==> config.mk <==
export PLATFORM = sky130hd
export DESIGN_NAME = prime_test_count_sum
export DESIGN_NICKNAME = d
export VERILOG_FILES = /design/src/hw/rtl/prt_pkg.sv /design/src/hw/rtl/prt_rem.sv /design/src/hw/rtl/prt_tally.sv /design/src/hw/rtl/prime_test_count_sum.sv
export SDC_FILE = /design/constraint.sdc
export NUM_CORES = 1
export LEC_CHECK = 0
export ABC_AREA = 0
export BUFFER_PORTS_ARGS = -buffer_cell sky130_fd_sc_hd__buf_2
export CAP_MARGIN = 10
export CORE_MARGIN = 2
export CORE_UTILIZATION = 30
export DETAILED_ROUTE_END_ITERATION = 8
export GPL_TIMING_DRIVEN = 0
export HOLD_SLACK_MARGIN = 0.05
export PLACE_DENSITY_LB_ADDON = 0.25
export SLEW_MARGIN = 20
export SYNTH_ARGS = -nofsm -noshare
export SYNTH_HDL_FRONTEND = slang
export SYNTH_SLANG_ARGS = --single-unit
==> constraint.sdc <==
create_clock -name clock -period 4.5 [get_ports clock]
set_clock_uncertainty 0.05 [all_clocks]
set_input_delay 0.675 -clock clock [delete_from_list [all_inputs] [get_ports clock]]
set_output_delay 0.675 -clock clock [all_outputs]
set_load 0.005 [all_outputs]
==> src/hw/rtl/prt_pkg.sv <==
// ----------------------------------------------------------------------------
// Prime test package
// Shared widths, limits and control structures for the prime test block.
// ----------------------------------------------------------------------------
package prt_pkg;

   localparam int NUMBER_BITS   = 23;
   localparam int COUNT_BITS    = 24;
   localparam int SUM_BITS      = 48;
   localparam int REQ_DATA_BITS = 24;
   localparam int RSP_DATA_BITS = COUNT_BITS + SUM_BITS;

   localparam logic [COUNT_BITS-1:0] COUNT_MAX = {COUNT_BITS{1'b1}};
   localparam logic [SUM_BITS-1:0]   SUM_MAX   = {SUM_BITS{1'b1}};

   // Status of the shared remainder unit.
   typedef struct packed {
      logic busy;
      logic done;
      logic zero;
   } rem_status_type;

   // Update request for the running count and sum.
   typedef struct packed {
      logic update;
      logic restart;
      logic prime;
   } tally_cmd_type;

endpackage

==> src/hw/rtl/prt_rem.sv <==
// ----------------------------------------------------------------------------
// Prime test remainder unit
// Restoring division, one quotient bit per cycle; reports whether the
// remainder of dividend by divisor is zero.
// ----------------------------------------------------------------------------
module prt_rem #(
   parameter int VALUE_BITS = 23
) (
   input  logic                      clock,
   input  logic                      reset,
   input  logic                      start,
   input  logic [VALUE_BITS-1:0]     dividend,
   input  logic [VALUE_BITS-1:0]     divisor,
   output prt_pkg::rem_status_type   status
);

   localparam int CNT_BITS = $clog2(VALUE_BITS + 1);

   logic                  busy_ff, busy_in;
   logic                  done_ff, done_in;
   logic                  zero_ff, zero_in;
   logic [VALUE_BITS-1:0] rem_ff, rem_in;
   logic [VALUE_BITS-1:0] dvd_ff, dvd_in;
   logic [CNT_BITS-1:0]   cnt_ff, cnt_in;

   logic [VALUE_BITS:0]   trial;
   logic [VALUE_BITS:0]   diff;
   logic                  fits;
   logic [VALUE_BITS-1:0] rem_next;

   always_comb begin
      trial    = {rem_ff, dvd_ff[VALUE_BITS-1]};
      diff     = trial - {1'b0, divisor};
      fits     = trial >= {1'b0, divisor};
      // The partial remainder stays below the divisor, so it fits the narrow width.
      rem_next = fits ? diff[VALUE_BITS-1:0] : trial[VALUE_BITS-1:0];
   end

   always_comb begin
      busy_in = busy_ff;
      done_in = 1'b0;
      zero_in = zero_ff;
      rem_in  = rem_ff;
      dvd_in  = dvd_ff;
      cnt_in  = cnt_ff;
      if (start) begin
         busy_in = 1'b1;
         rem_in  = '0;
         dvd_in  = dividend;
         cnt_in  = CNT_BITS'(VALUE_BITS);
      end else if (busy_ff) begin
         rem_in = rem_next;
         dvd_in = {dvd_ff[VALUE_BITS-2:0], 1'b0};
         cnt_in = cnt_ff - CNT_BITS'(1);
         if (cnt_ff == CNT_BITS'(1)) begin
            busy_in = 1'b0;
            done_in = 1'b1;
            zero_in = (rem_next == '0);
         end
      end
   end

   always_ff @(posedge clock) begin
      if (reset) begin
         busy_ff <= 1'b0;
         done_ff <= 1'b0;
      end else begin
         busy_ff <= busy_in;
         done_ff <= done_in;
      end
   end

   always_ff @(posedge clock) begin
      zero_ff <= zero_in;
      rem_ff  <= rem_in;
      dvd_ff  <= dvd_in;
      cnt_ff  <= cnt_in;
   end

   assign status.busy = busy_ff;
   assign status.done = done_ff;
   assign status.zero = zero_ff;

endmodule

==> src/hw/rtl/prt_tally.sv <==
// ----------------------------------------------------------------------------
// Prime test tally
// Running count and saturating running sum of the primes seen.
// ----------------------------------------------------------------------------
module prt_tally #(
   parameter int VALUE_BITS = 23
) (
   input  logic                             clock,
   input  logic                             reset,
   input  prt_pkg::tally_cmd_type           cmd,
   input  logic [VALUE_BITS-1:0]            value,
   output logic [prt_pkg::COUNT_BITS-1:0]   count,
   output logic [prt_pkg::SUM_BITS-1:0]     sum
);

   logic [prt_pkg::COUNT_BITS-1:0] count_ff, count_in;
   logic [prt_pkg::SUM_BITS-1:0]   sum_ff, sum_in;

   logic [prt_pkg::COUNT_BITS-1:0] base_count;
   logic [prt_pkg::SUM_BITS-1:0]   base_sum;
   logic [prt_pkg::SUM_BITS:0]     sum_wide;
   logic [prt_pkg::COUNT_BITS-1:0] count_inc;
   logic [prt_pkg::SUM_BITS-1:0]   sum_inc;

   always_comb begin
      base_count = cmd.restart ? '0 : count_ff;
      base_sum   = cmd.restart ? '0 : sum_ff;
      sum_wide   = {1'b0, base_sum} + (prt_pkg::SUM_BITS + 1)'(value);
      count_inc  = (base_count == prt_pkg::COUNT_MAX) ? base_count
                                                      : base_count
                                                        + (prt_pkg::COUNT_BITS)'(1);
      sum_inc    = sum_wide[prt_pkg::SUM_BITS] ? prt_pkg::SUM_MAX
                                               : sum_wide[prt_pkg::SUM_BITS-1:0];
      count_in   = count_ff;
      sum_in     = sum_ff;
      if (cmd.update) begin
         count_in = cmd.prime ? count_inc : base_count;
         sum_in   = cmd.prime ? sum_inc   : base_sum;
      end
   end

   always_ff @(posedge clock) begin
      if (reset) begin
         count_ff <= '0;
         sum_ff   <= '0;
      end else begin
         count_ff <= count_in;
         sum_ff   <= sum_in;
      end
   end

   assign count = count_ff;
   assign sum   = sum_ff;

endmodule

==> src/hw/rtl/prime_test_count_sum.sv <==
// ----------------------------------------------------------------------------
// Prime test with running count and sum
// Trial-division primality test over a shared remainder unit, with a running
// tally of the primes seen.
// ----------------------------------------------------------------------------
// One request transaction is taken at a time and yields one response
// transaction. Values below four and even values are settled without any
// division. Other values are divided by the odd numbers from 3 upward while
// the divisor squared is at most the value; each divisor is tried in the
// single restoring remainder unit. The request side is ready only while no
// item is in work; a finished response waits in the output register while
// the next request is taken.
module prime_test_count_sum #(
   parameter int VALUE_BITS = 23
) (
   input  logic                                clock,
   input  logic                                reset,
   input  logic                                req_tvalid,
   output logic                                req_tready,
   // Bits from low up: number (23), zero pad (1).
   input  logic [prt_pkg::REQ_DATA_BITS-1:0]   req_tdata,
   // Bits from low up: restart (1).
   input  logic                                req_tuser,
   output logic                                rsp_tvalid,
   input  logic                                rsp_tready,
   // Bits from low up: prime_count (24), prime_sum (48).
   output logic [prt_pkg::RSP_DATA_BITS-1:0]   rsp_tdata,
   // Bits from low up: is_prime (1).
   output logic                                rsp_tuser
);

   localparam logic [2:0] S_IDLE   = 3'd0;
   localparam logic [2:0] S_PREP   = 3'd1;
   localparam logic [2:0] S_TEST   = 3'd2;
   localparam logic [2:0] S_WAIT   = 3'd3;
   localparam logic [2:0] S_FINISH = 3'd4;

   localparam int NB = prt_pkg::NUMBER_BITS;

   logic [2:0]            state_ff, state_in;
   logic [VALUE_BITS-1:0] n_ff, n_in;
   logic                  restart_ff, restart_in;
   logic [VALUE_BITS-1:0] d_ff, d_in;
   logic [VALUE_BITS+1:0] sq_ff, sq_in;
   logic                  prime_ff, prime_in;
   logic                  rsp_valid_ff, rsp_valid_in;
   logic                  rsp_prime_ff, rsp_prime_in;

   logic [NB+VALUE_BITS-1:0]       num_wide;
   logic                           req_take;
   logic                           rsp_free;
   logic                           rem_start;
   prt_pkg::rem_status_type        rem_status;
   prt_pkg::tally_cmd_type         tally_cmd;
   logic [prt_pkg::COUNT_BITS-1:0] count;
   logic [prt_pkg::SUM_BITS-1:0]   sum;

   // Number bits above VALUE_BITS are dropped; missing ones read as zero.
   assign num_wide   = {{VALUE_BITS{1'b0}}, req_tdata[NB-1:0]};
   assign req_tready = (state_ff == S_IDLE);
   assign req_take   = req_tvalid && req_tready;
   assign rsp_free   = !rsp_valid_ff || rsp_tready;

   always_comb begin
      state_in      = state_ff;
      n_in          = n_ff;
      restart_in    = restart_ff;
      d_in          = d_ff;
      sq_in         = sq_ff;
      prime_in      = prime_ff;
      rsp_valid_in  = rsp_valid_ff && !rsp_tready;
      rsp_prime_in  = rsp_prime_ff;
      rem_start     = 1'b0;
      tally_cmd     = '0;
      case (state_ff)
         S_IDLE: begin
            if (req_take) begin
               n_in       = num_wide[VALUE_BITS-1:0];
               restart_in = req_tuser;
               state_in   = S_PREP;
            end
         end
         S_PREP: begin
            d_in  = VALUE_BITS'(3);
            sq_in = (VALUE_BITS + 2)'(9);
            if (n_ff < VALUE_BITS'(2)) begin
               prime_in = 1'b0;
               state_in = S_FINISH;
            end else if (n_ff < VALUE_BITS'(4)) begin
               prime_in = 1'b1;
               state_in = S_FINISH;
            end else if (!n_ff[0]) begin
               prime_in = 1'b0;
               state_in = S_FINISH;
            end else begin
               state_in = S_TEST;
            end
         end
         S_TEST: begin
            if (sq_ff > {2'b00, n_ff}) begin
               prime_in = 1'b1;
               state_in = S_FINISH;
            end else begin
               rem_start = 1'b1;
               state_in  = S_WAIT;
            end
         end
         S_WAIT: begin
            if (rem_status.done) begin
               if (rem_status.zero) begin
                  prime_in = 1'b0;
                  state_in = S_FINISH;
               end else begin
                  // (d + 2)^2 = d^2 + 4d + 4
                  d_in     = d_ff + VALUE_BITS'(2);
                  sq_in    = sq_ff + {d_ff, 2'b00} + (VALUE_BITS + 2)'(4);
                  state_in = S_TEST;
               end
            end
         end
         S_FINISH: begin
            if (rsp_free) begin
               tally_cmd.update  = 1'b1;
               tally_cmd.restart = restart_ff;
               tally_cmd.prime   = prime_ff;
               rsp_valid_in      = 1'b1;
               rsp_prime_in      = prime_ff;
               state_in          = S_IDLE;
            end
         end
         default: begin
            state_in = S_IDLE;
         end
      endcase
   end

   always_ff @(posedge clock) begin
      if (reset) begin
         state_ff     <= S_IDLE;
         rsp_valid_ff <= 1'b0;
      end else begin
         state_ff     <= state_in;
         rsp_valid_ff <= rsp_valid_in;
      end
   end

   always_ff @(posedge clock) begin
      n_ff         <= n_in;
      restart_ff   <= restart_in;
      d_ff         <= d_in;
      sq_ff        <= sq_in;
      prime_ff     <= prime_in;
      rsp_prime_ff <= rsp_prime_in;
   end

   prt_rem #(
      .VALUE_BITS (VALUE_BITS)
   ) u_rem (
      .clock    (clock),
      .reset    (reset),
      .start    (rem_start),
      .dividend (n_ff),
      .divisor  (d_ff),
      .status   (rem_status)
   );

   prt_tally #(
      .VALUE_BITS (VALUE_BITS)
   ) u_tally (
      .clock (clock),
      .reset (reset),
      .cmd   (tally_cmd),
      .value (n_ff),
      .count (count),
      .sum   (sum)
   );

   assign rsp_tvalid = rsp_valid_ff;
   assign rsp_tdata  = {sum, count};
   assign rsp_tuser  = rsp_prime_ff;

   // The remainder unit runs only while the sequencer waits on it.
   a_rem_busy_in_wait: assert property (@(posedge clock) disable iff (reset)
      rem_status.busy |-> (state_ff == S_WAIT))
      else $error("remainder unit busy outside the wait state");

   // A divisor is tried only while its square does not exceed the number.
   a_square_bound: assert property (@(posedge clock) disable iff (reset)
      (state_ff == S_WAIT) |-> (sq_ff <= {2'b00, n_ff}))
      else $error("trial divisor beyond the square root bound");

   // The tally moves only when a transaction is finished.
   a_tally_hold: assert property (@(posedge clock) disable iff (reset)
      (state_ff != S_FINISH) |=> ($stable(count) && $stable(sum)))
      else $error("tally changed outside finish");

   // A prime verdict always comes with a nonzero count.
   a_prime_count: assert property (@(posedge clock) disable iff (reset)
      (rsp_tvalid && rsp_tuser) |-> (count != '0))
      else $error("prime reported with zero count");

endmodule
==> results of run 1 <==
metrics by stage:
step           hold WS (ns)  cell area (µm²)
5_1_grt              0.3250            15440
6_report             0.3481            15440
2_1_floorplan        0.3910            13420
4_1_cts              0.3239            15410
3_3_place_gp         0.4187            14670
3_5_place_dp         0.4300            14710
per-layer routing:
metal,wire length (µm),track usage (%)
met5,0,0
met1,18070,21.53
met4,982,5.563
met2,18750,28.97
met3,1540,2.424
final timing paths:
check                 startpoint             end  depth (start not counted)
setup / recovery        n_ff[18]   u_rem.zero_ff                         11
hold / removal      req_tdata[2]         n_ff[2]                          1
setup reg to reg        n_ff[18]   u_rem.zero_ff                         11
hold reg to reg   u_tally.sum[0]  u_tally.sum[0]                          2
critical path, cell delays in order, from the launching register on:
cell and delay (ns):
edfxtp_1 0.44, inv_1 0.10, ha_1 0.34, a21o_1 0.17
a21o_1 0.18, a21o_1 0.17, a21o_1 0.17, a2111oi_0 0.60
o21ai_0 0.22, nor2_1 0.72, clkbuf_1 0.68, nor2_1 0.13
area by class of cell:
cell class | instances | area share (%)
Timing Repair Buffer | 110 | 3.826
Sequential cell | 200 | 32.04
Clock buffer | 20 | 2.966
Clock inverter | 12 | 0.7295
Multi-Input combinational cell | 1198 | 52.08
Buffer | 57 | 1.686
Inverter | 77 | 1.872
Tap cell | 592 | 4.798
state kept, by name, summed over array words and instances, names as in the netlist, 3 cells and up:
| name | flops |
|---|---|
| d_ff | 22 |
| state_ff | 3 |
| n_ff | 23 |
| u_rem.dvd_ff | 23 |
| u_rem.rem_ff | 23 |
| u_tally.sum | 48 |
| u_tally.count | 24 |
| u_rem.cnt_ff | 5 |
| sq_ff | 22 |
power breakdown:
| group | internal [mW] | total, mW | switching, mW | leakage [nW] |
|---|---|---|---|---|
| clock | 0.804 | 1.53 | 0.730 | 0.279 |
| sequential | 2.21 | 2.51 | 0.301 | 1.74 |
| combinational | 1.44 | 3.71 | 2.27 | 4.35 |
| total | 4.46 | 7.76 | 3.30 | 6.37 |
cells by family (layout without fill, tap and decap cells):
logic type | Yosys count | after routing | share of synthesized area [%]
AND/OR/NAND/NOR | 579 | 579 | 21.48
adder cells (fa/ha/maj) | 114 | 114 | 10.80
XOR/XNOR | 82 | 82 | 5.351
flip-flops | 200 | 200 | 36.84
buffers and inverters | 135 | 276 | 3.943
AO/OA/AOI/OAI | 414 | 414 | 20.91
multiplexers | 9 | 9 | 0.6805
placed cells by master (no fill, tap or decap), types with 14 or more instances in the layout:
cell type / n
o211ai_1: 16
or3_1: 18
buf_2: 112
nor3_1: 42
xnor2_1: 51
clkbuf_16: 18
xor2_1: 31
and2_1: 38
clkbuf_1: 40
edfxtp_1: 94
a21oi_1: 100
nor2_1: 142
nand2b_1: 14
nor4_1: 17
a21o_1: 40
a211oi_1: 20
nand3_1: 32
dfxtp_1: 105
nand2_1: 158
inv_1: 76
a31oi_1: 17
o21ai_0: 76
ha_1: 111
nand4_1: 28
and3_1: 22
timing repair:
item / CTS / global route
pin swaps: 6 / 2
setup endpoints to repair: 48 / 34
hold buffers: 0 / 0
setup buffers: 6 / 1
gates resized for setup: 21 / 6
==> reports/qor.txt, run 1 <==
outcome = finished, final reports clean
register area share after synthesis = 36.84%
worst skew pair latency = 0.46 ns
multi-input logic area = 8040 µm²
Overall Global Routing Usage = 16.80%
min Tclk post-route = 4.250 ns
CP startpoint kind = register
asr flop ratio synth = 0%
Core Area = 44220 µm²
Min-Delay Path Class = input pin to register
non-filler cells in the finished layout = 2266
Worst Tran Pin Value = 0.9772 ns
Antenna Cells = 0
largest cells by area after synthesis = edfxtp_1 21%, dfxtp_1 16%, ha_1 10%
Mean Syn Cell Area = 8.755 µm²
top_reg_cell synth = dfxtp_1
fill count = 4575
fmax = 235.3 MHz
Die Ht = 215.5 µm
DRT Wirelength = 39.35 mm
share of layout cells above drive strength 1 = 12.01%
final setup margin = 0.2497 ns
Final ANT Viol Nets = 0
Cell Pwr Density = 502.5 nW/µm²
required time of the critical path = 4.63 ns
initial antenna violation count = 0
Yosys top cell by area = edfxtp_1
CTS Buf Count = 17
flops & latches, synth = 200
Worst Path Max Fanout = 10
sequential cell area = 4946 µm²
IO buf count = 102
largest net degree at the start of global routing = 25
YS warnings = 0
Relative slew margins = 34.14%
setup TNS = 0 ns
clk sinks = 200
Setup Viol. Count Final = 0
dpl ws = -1.481 ns
Crit. End Element = register
Post-synth EDFFs = 94
buffer type at the clock tree root = clkbuf_16
Post-Syn Nets = 1676
Final Cycle Share = 94.45%
Post-Place Cells = 2228
GPL Wtd Cong = 0.9036
I/O pins = 104
Util after Layout = 34.91%
H-tree depth = 4
Die ar. = 46450 µm²
Syn Inst Count = 1533
Hold Fails Final Rpt = 0
CTS tree = done
Synth-to-Final Area Change = 15.02%
clk buf depth = 2
Leakage Power = 6.369 nW
HPWL Detailed = 30.86 mm
vias in the first global route = 11503
Horiz. Die Dim = 215.5 µm
DR vias/cell = 5.276
DR vias = 11956
Site Rows = 77
max-cap violation count = 0
most frequent cell after synthesis = nand2_1
maximum VDD drop = 0.0001801 V
Post-synth top cells = 158 x nand2_1, 143 x nor2_1, 111 x ha_1, 106 x dfxtp_1, 105 x a21oi_1
Clock Pin Slew Worst Setup and Hold Paths = 0.07 ns
gr ovfl total = 0
arrival time at the worst endpoint = 4.38 ns
DRC viols = 0
post-synth top area share = 21.03%
unrepaired setup endpoints after global routing = false
Final #Nets = 1804
wire per inst = 17.36 µm
Yosys cell types = 83
DRT Pass-1 Iters = 5
total power = 7.758 mW
first-pass GRT wire length = 62.44 mm
Final Max Slew Viols = 0
initial core utilization = 30.35%
Mapped Area = 13420 µm²
reg2reg setup slack = 0.25 ns
WS Path Type = register to register
drt initial violations = 749
(Power assumes the default switching activity.)
==> run 2: changes to the inputs <==
Settings changed: BUFFER_PORTS_ARGS -buffer_cell sky130_fd_sc_hd__buf_2 to unset, DONT_BUFFER_PORTS set to 1, GPL_TIMING_DRIVEN 0 to unset, SLEW_MARGIN 20 to unset.
==> run 2 against run 1 <==
Effect of this change: sequential cell count stayed put; via count is 6.4% lower; cell count is 6.3% lower; routed wire length is 7.4% lower; register-to-register slack better by 0.14 ns; utilization is 1.6 points lower; largest power group unchanged; highest routed layer unchanged; worst setup slack better by 0.14 ns; global-route usage is 1.1 points lower.
==> reports/qor.txt, run 2 (synthesis gave the netlist of run 1 again) <==
unrepaired setup endpoints after global routing = false
outcome = finished, final reports clean
Crit. End Element = register
fmax = 243.4 MHz (+3.4%)
commonest non-fill, non-tap cell in the layout = nand2_1
Overall Global Routing Usage = 15.73% (-1.1 points)
CTS tree = done
DR vias/cell = 5.272 (about the same)
DRC viols = 0 (unchanged)
CTS Buf Count = 17 (unchanged)
Relative slew margins = 26.10% (-8.0 points)
CP bufs+invs = 1 (-1)
initial antenna violation count = 0 (unchanged)
hold depth = 1 (unchanged)
CP most frequent cell = o21a_1
Worst Tran Pin Value = 1.106 ns (+0.1287 ns)
Cell Pwr Density = 520.8 nW/µm² (+3.6%)
DRT Pass-1 Iters = 5 (unchanged)
clk sinks = 200 (unchanged)
Resized cells post-CTS = 0 (-100%)
worst skew pair latency = 0.46 ns (about the same)
wire per inst = 17.17 µm (-1.1%)
Die ar. = 46450 µm² (unchanged)
Final #Nets = 1661 (-7.9%)
min Tclk post-route = 4.109 ns (-0.1411 ns)
GPL Wtd Cong = 0.8801 (-2.6%)
Horiz. Die Dim = 215.5 µm (unchanged)
Post-Place Cells = 2091 (-6.1%)
setup TNS = 0 ns (unchanged)
Crit-path slowest cell = fa_1
clk buf depth = 2 (unchanged)
Final ANT Viol Nets = 0 (unchanged)
commonest non-fill, non-tap cells in the layout = 158 x nand2_1, 142 x nor2_1, 111 x ha_1
maximum VDD drop = 0.0002485 V (+38%)
initial core utilization = 30.35% (unchanged)
fill count = 4554 (-0.46%)
required time of the critical path = 4.82 ns (+0.19 ns)
Hold Fails Final Rpt = 0 (unchanged)
first-pass GRT wire length = 58.99 mm (-5.5%)
drt initial violations = 756 (+0.93%)
Final Max Slew Viols = 0 (unchanged)
crit-path max cell delay = 0.40 ns (-0.32 ns)
cells on worst reg2reg path = 15 (+4)
Die Ht = 215.5 µm (unchanged)
H-tree depth = 4 (unchanged)
buffer type at the clock tree root = clkbuf_16
hold_buf cts = 0 (unchanged)
non-filler cells in the finished layout = 2123 (-6.3%)
Setup Viol. Count Final = 0 (unchanged)
setup repair bufs after CTS = 0 (-6)
gr ovfl total = 0 (unchanged)
Crit path max-delay family = compound AO/OA/AOI/OAI gates
Hold Slack = 0.2330 ns (-0.1151 ns)
CP startpoint kind = register
DRT Wirelength = 36.45 mm (-7.4%)
Antenna Cells = 0 (unchanged)
max reg flops = 48 (unchanged)
vias in the first global route = 10824 (-5.9%)
Core Area = 44220 µm² (unchanged)
largest net degree at the start of global routing = 52 (+110%)
Synth-to-Final Area Change = 9.844%
WS Path Type = register to register
max-cap violation count = 0 (unchanged)
Final Cycle Share = 91.32% (-3.1 points)
DR vias = 11192 (-6.4%)
Crit. path cell count = 15 (+4)
IO buf count = 0 (-100%)
share of layout cells above drive strength 1 = 5.748% (-6.3 points)
HPWL Detailed = 27.56 mm (-11%)
Leakage Power = 5.807 nW (-8.8%)
arrival time at the worst endpoint = 4.43 ns (+0.05 ns)
I/O pins = 104 (unchanged)
Clock Pin Slew Worst Setup and Hold Paths = 0.08 ns (about the same)
Worst Path Max Fanout = 39 (+29)
Min-Delay Path Class = input pin to register
CP cell instances = nor3b_2 > nand3_1 > buf_12 > and2_1 > ha_1 > fa_1 > a21o_1 > a21oi_1 > o21a_1 > nor3_1 > o31a_1 > o21a_1 > and4_1 > a41o_1 > a211oi_1
Site Rows = 77 (unchanged)
==> run 2: cell types whose count changed in the layout (fill, tap and decap cells not counted), sizes merged <==
cell / previous run / this run
clkinv: 5 / 2
clkinvlp: 1 / 2
buf: 126 / 24
bufinv: 1 / 3
inv: 82 / 84
clkbuf: 61 / 18
==> run 2: worst paths after layout <==
kind	startpoint	to	slack [ns]
setup reg to reg	state_ff[1]	u_tally.sum[44]	0.39
hold reg to reg	prime_ff	rsp_tuser	0.45
setup / recovery	state_ff[1]	u_tally.sum[44]	0.39
hold / removal	reset	u_tally.count[18]	0.23
==> run 2: per-layer routing <==
metal,wire [µm],vias to the layer above,track usage (%)
met3,1670,37,3.242
met1,16960,5323,20.08
met5,0,-,0
met2,17260,218,26.96
met4,556,0,4.207
li1,-,5614,-
==> run 2: layout make-up <==
type                    instances  area [µm²]  area share, %
clock buffers                  18       429.2          2.911
clock inverters                14       183.9          1.248
inverters                      77       289.0          1.960
multi-input cells            1198        7961          54.00
flip-flops and latches        200        4946          33.55
well taps                     592       740.7          5.024
repair buffers                 24       192.7          1.307
==> run 2: metrics by stage <==
stage | util, % | setup WS (ns) | total power, mW | instance area, µm²
floorplan | - | 0.1442 | 5.183 | 13420
global placement | 31.95 | 0.2979 | 6.000 | 14130
detailed placement | 31.95 | 0.3106 | 6.033 | 14130
CTS | 33.34 | 0.3587 | 7.698 | 14740
global route | 33.34 | 0.08997 | 8.279 | 14740
finish | 33.34 | 0.3908 | 7.678 | 14740
==> run 2: power breakdown <==
| part | leakage [nW] | switching [mW] | internal, mW |
|---|---|---|---|
| sequential | 1.74 | 0.307 | 2.21 |
| combinational | 3.77 | 2.12 | 1.39 |
| clock | 0.294 | 0.757 | 0.891 |
==> run 3: changes to the inputs <==
Settings changed: REMOVE_ABC_BUFFERS set to 1, SLEW_MARGIN set to 20.
==> run 3 against run 2 <==
Effect of this change: clock power is 5% lower; sequential power hardly changed; die area stayed put; first-iteration DRC count is 7.1% lower; register-to-register slack better by 0.12 ns; routed wire length is 0.55% lower; sequential cell count stayed put; cell count is 0.19% higher; count of clock-buffer cells in the layout is 1 lower; critical path type unchanged; critical endpoint is now u_rem.zero_ff; largest cell class unchanged.
==> reports/qor.txt, run 3 (synthesis gave the netlist of run 1 again) <==
clk buf depth = 2 (unchanged)
unrepaired setup endpoints after global routing = false
vias in the first global route = 10836 (+0.11%)
DRC viols = 0 (unchanged)
Worst Path Max Fanout = 17 (-56%)
Final #Nets = 1664 (+0.18%)
Top Layer Used = met4
IO buf count = 0 (unchanged)
CTS Buf Count = 17 (unchanged)
Worst Tran Pin Value = 1.060 ns (-0.04557 ns)
Final Cycle Share = 88.56% (-2.8 points)
DRT Pass-1 Iters = 5 (unchanged)
Synth-to-Final Area Change = 9.714%
Horiz. Die Dim = 215.5 µm (unchanged)
Leakage Power = 5.799 nW (-0.14%)
Setup Viol. Count Final = 0 (unchanged)
worst skew pair latency = 0.46 ns (about the same)
wl on met1 = 17.17 mm (+1.2%)
commonest non-fill, non-tap cell in the layout = nand2_1
Final ANT Viol Nets = 0 (unchanged)
Hold Fails Final Rpt = 0 (unchanged)
setup repair bufs after CTS = 0 (unchanged)
gr ovfl total = 0 (unchanged)
initial core utilization = 30.35% (unchanged)
largest net degree at the start of global routing = 52 (unchanged)
DR vias = 11251 (+0.53%)
area post-placement = 14140 µm² (about the same)
total power = 7.580 mW (-1.3%)
met2 wire length = 16.80 mm (-2.7%)
CP startpoint kind = register
Post-Place Cells = 2094 (+0.14%)
HPWL Detailed = 26.91 mm (-2.3%)
DRT Wirelength = 36.25 mm (-0.55%)
required time of the critical path = 4.73 ns (-0.09 ns)
H-tree depth = 4 (unchanged)
Clock Pin Slew Worst Setup and Hold Paths = 0.09 ns (about the same)
fmax = 250.9 MHz (+3.1%)
Overall Global Routing Usage = 15.69% (-0.041 points)
Min-Delay Path Class = input pin to register
GPL Wtd Cong = 0.9562 (+8.6%)
setup TNS = 0 ns (unchanged)
clk sinks = 200 (unchanged)
hold_buf cts = 0 (unchanged)
I/O pins = 104 (unchanged)
max reg flops = 48 (unchanged)
wire per inst = 17.04 µm (-0.74%)
share of layout cells above drive strength 1 = 6.063% (+0.31 points)
outcome = finished, final reports clean
met3 wire len = 1.590 mm (-4.8%)
buffer type at the clock tree root = clkbuf_16
WS Path Type = register to register
CTS tree = done
Final Instance Area = 14730 µm² (-0.12%)
non-filler cells in the finished layout = 2127 (+0.19%)
initial antenna violation count = 1 (+1)
maximum VDD drop = 0.0003237 V (+30%)
max-cap violation count = 0 (unchanged)
Crit. End Element = register
Relative slew margins = 29.31% (+3.2 points)
Final Max Slew Viols = 0 (unchanged)
first-pass GRT wire length = 58.48 mm (-0.85%)
Die ar. = 46450 µm² (unchanged)
Cell Pwr Density = 514.8 nW/µm² (-1.2%)
min Tclk post-route = 3.985 ns (-0.1238 ns)
Die Ht = 215.5 µm (unchanged)
Core Area = 44220 µm² (unchanged)
Site Rows = 77 (unchanged)
commonest non-fill, non-tap cells in the layout = 158 x nand2_1, 142 x nor2_1, 111 x ha_1
arrival time at the worst endpoint = 4.22 ns (-0.21 ns)
Resized cells post-CTS = 0 (unchanged)
DR vias/cell = 5.290 (+0.34%)
drt initial violations = 702 (-7.1%)
==> run 3: cell type report <==
cell class	instances	area, µm²
flip-flops and latches	200	4946
repair buffers	27	202.7
inverters	77	289.0
diodes	1	2.502
well taps	592	740.7
clock buffers	17	425.4
multi-input cells	1198	7963
clock inverters	15	156.4
fillers	4596	29500
==> run 3: layer usage <==
metal / vias up / GRT usage [%]
met5: - / 0
met4: 0 / 5.517
met3: 43 / 2.918
met2: 215 / 25.77
met1: 5345 / 20.63
li1: 5648 / -
==> run 3: through the flow <==
step,util (%),hold slack (ns),setup slack [ns]
after floorplan,-,0.3910,-0.2397
after global placement,31.98,0.4090,0.3043
after detailed placement,31.98,0.4210,0.2907
after CTS,33.29,0.1999,0.5054
after global routing,33.30,0.2053,0.2689
final,33.30,0.2174,0.5146
==> run 3: final timing paths <==
path | slack (ns) | startpoint | depth (start not counted) | end
min reg2reg | 0.43 | prime_ff | 0 | rsp_tuser
min | 0.22 | reset | 1 | u_tally.sum[6]
max reg2reg | 0.51 | u_rem.dvd_ff[22] | 11 | u_rem.zero_ff
max | 0.51 | u_rem.dvd_ff[22] | 11 | u_rem.zero_ff
==> run 3: where the power goes <==
group | leakage (nW) | switching, mW | total [mW] | internal [mW]
Clock | 0.278 | 0.823 | 1.56 | 0.742
Sequential | 1.74 | 0.311 | 2.52 | 2.21
Combinational | 3.78 | 2.11 | 3.49 | 1.38
Total | 5.80 | 3.24 | 7.58 | 4.34
==> run 3: critical path, cell delays in order, from the launching register on <==
cell	delay, ns
edfxtp_1	0.58
inv_1	0.17
fa_1	0.22
nor2b_1	0.08
o31a_1	0.31
o211a_1	0.32
a2111oi_2	0.59
or2_1	0.56
o31ai_1	0.24
a211oi_2	0.28
nand4_1	0.13
nor3_2	0.26
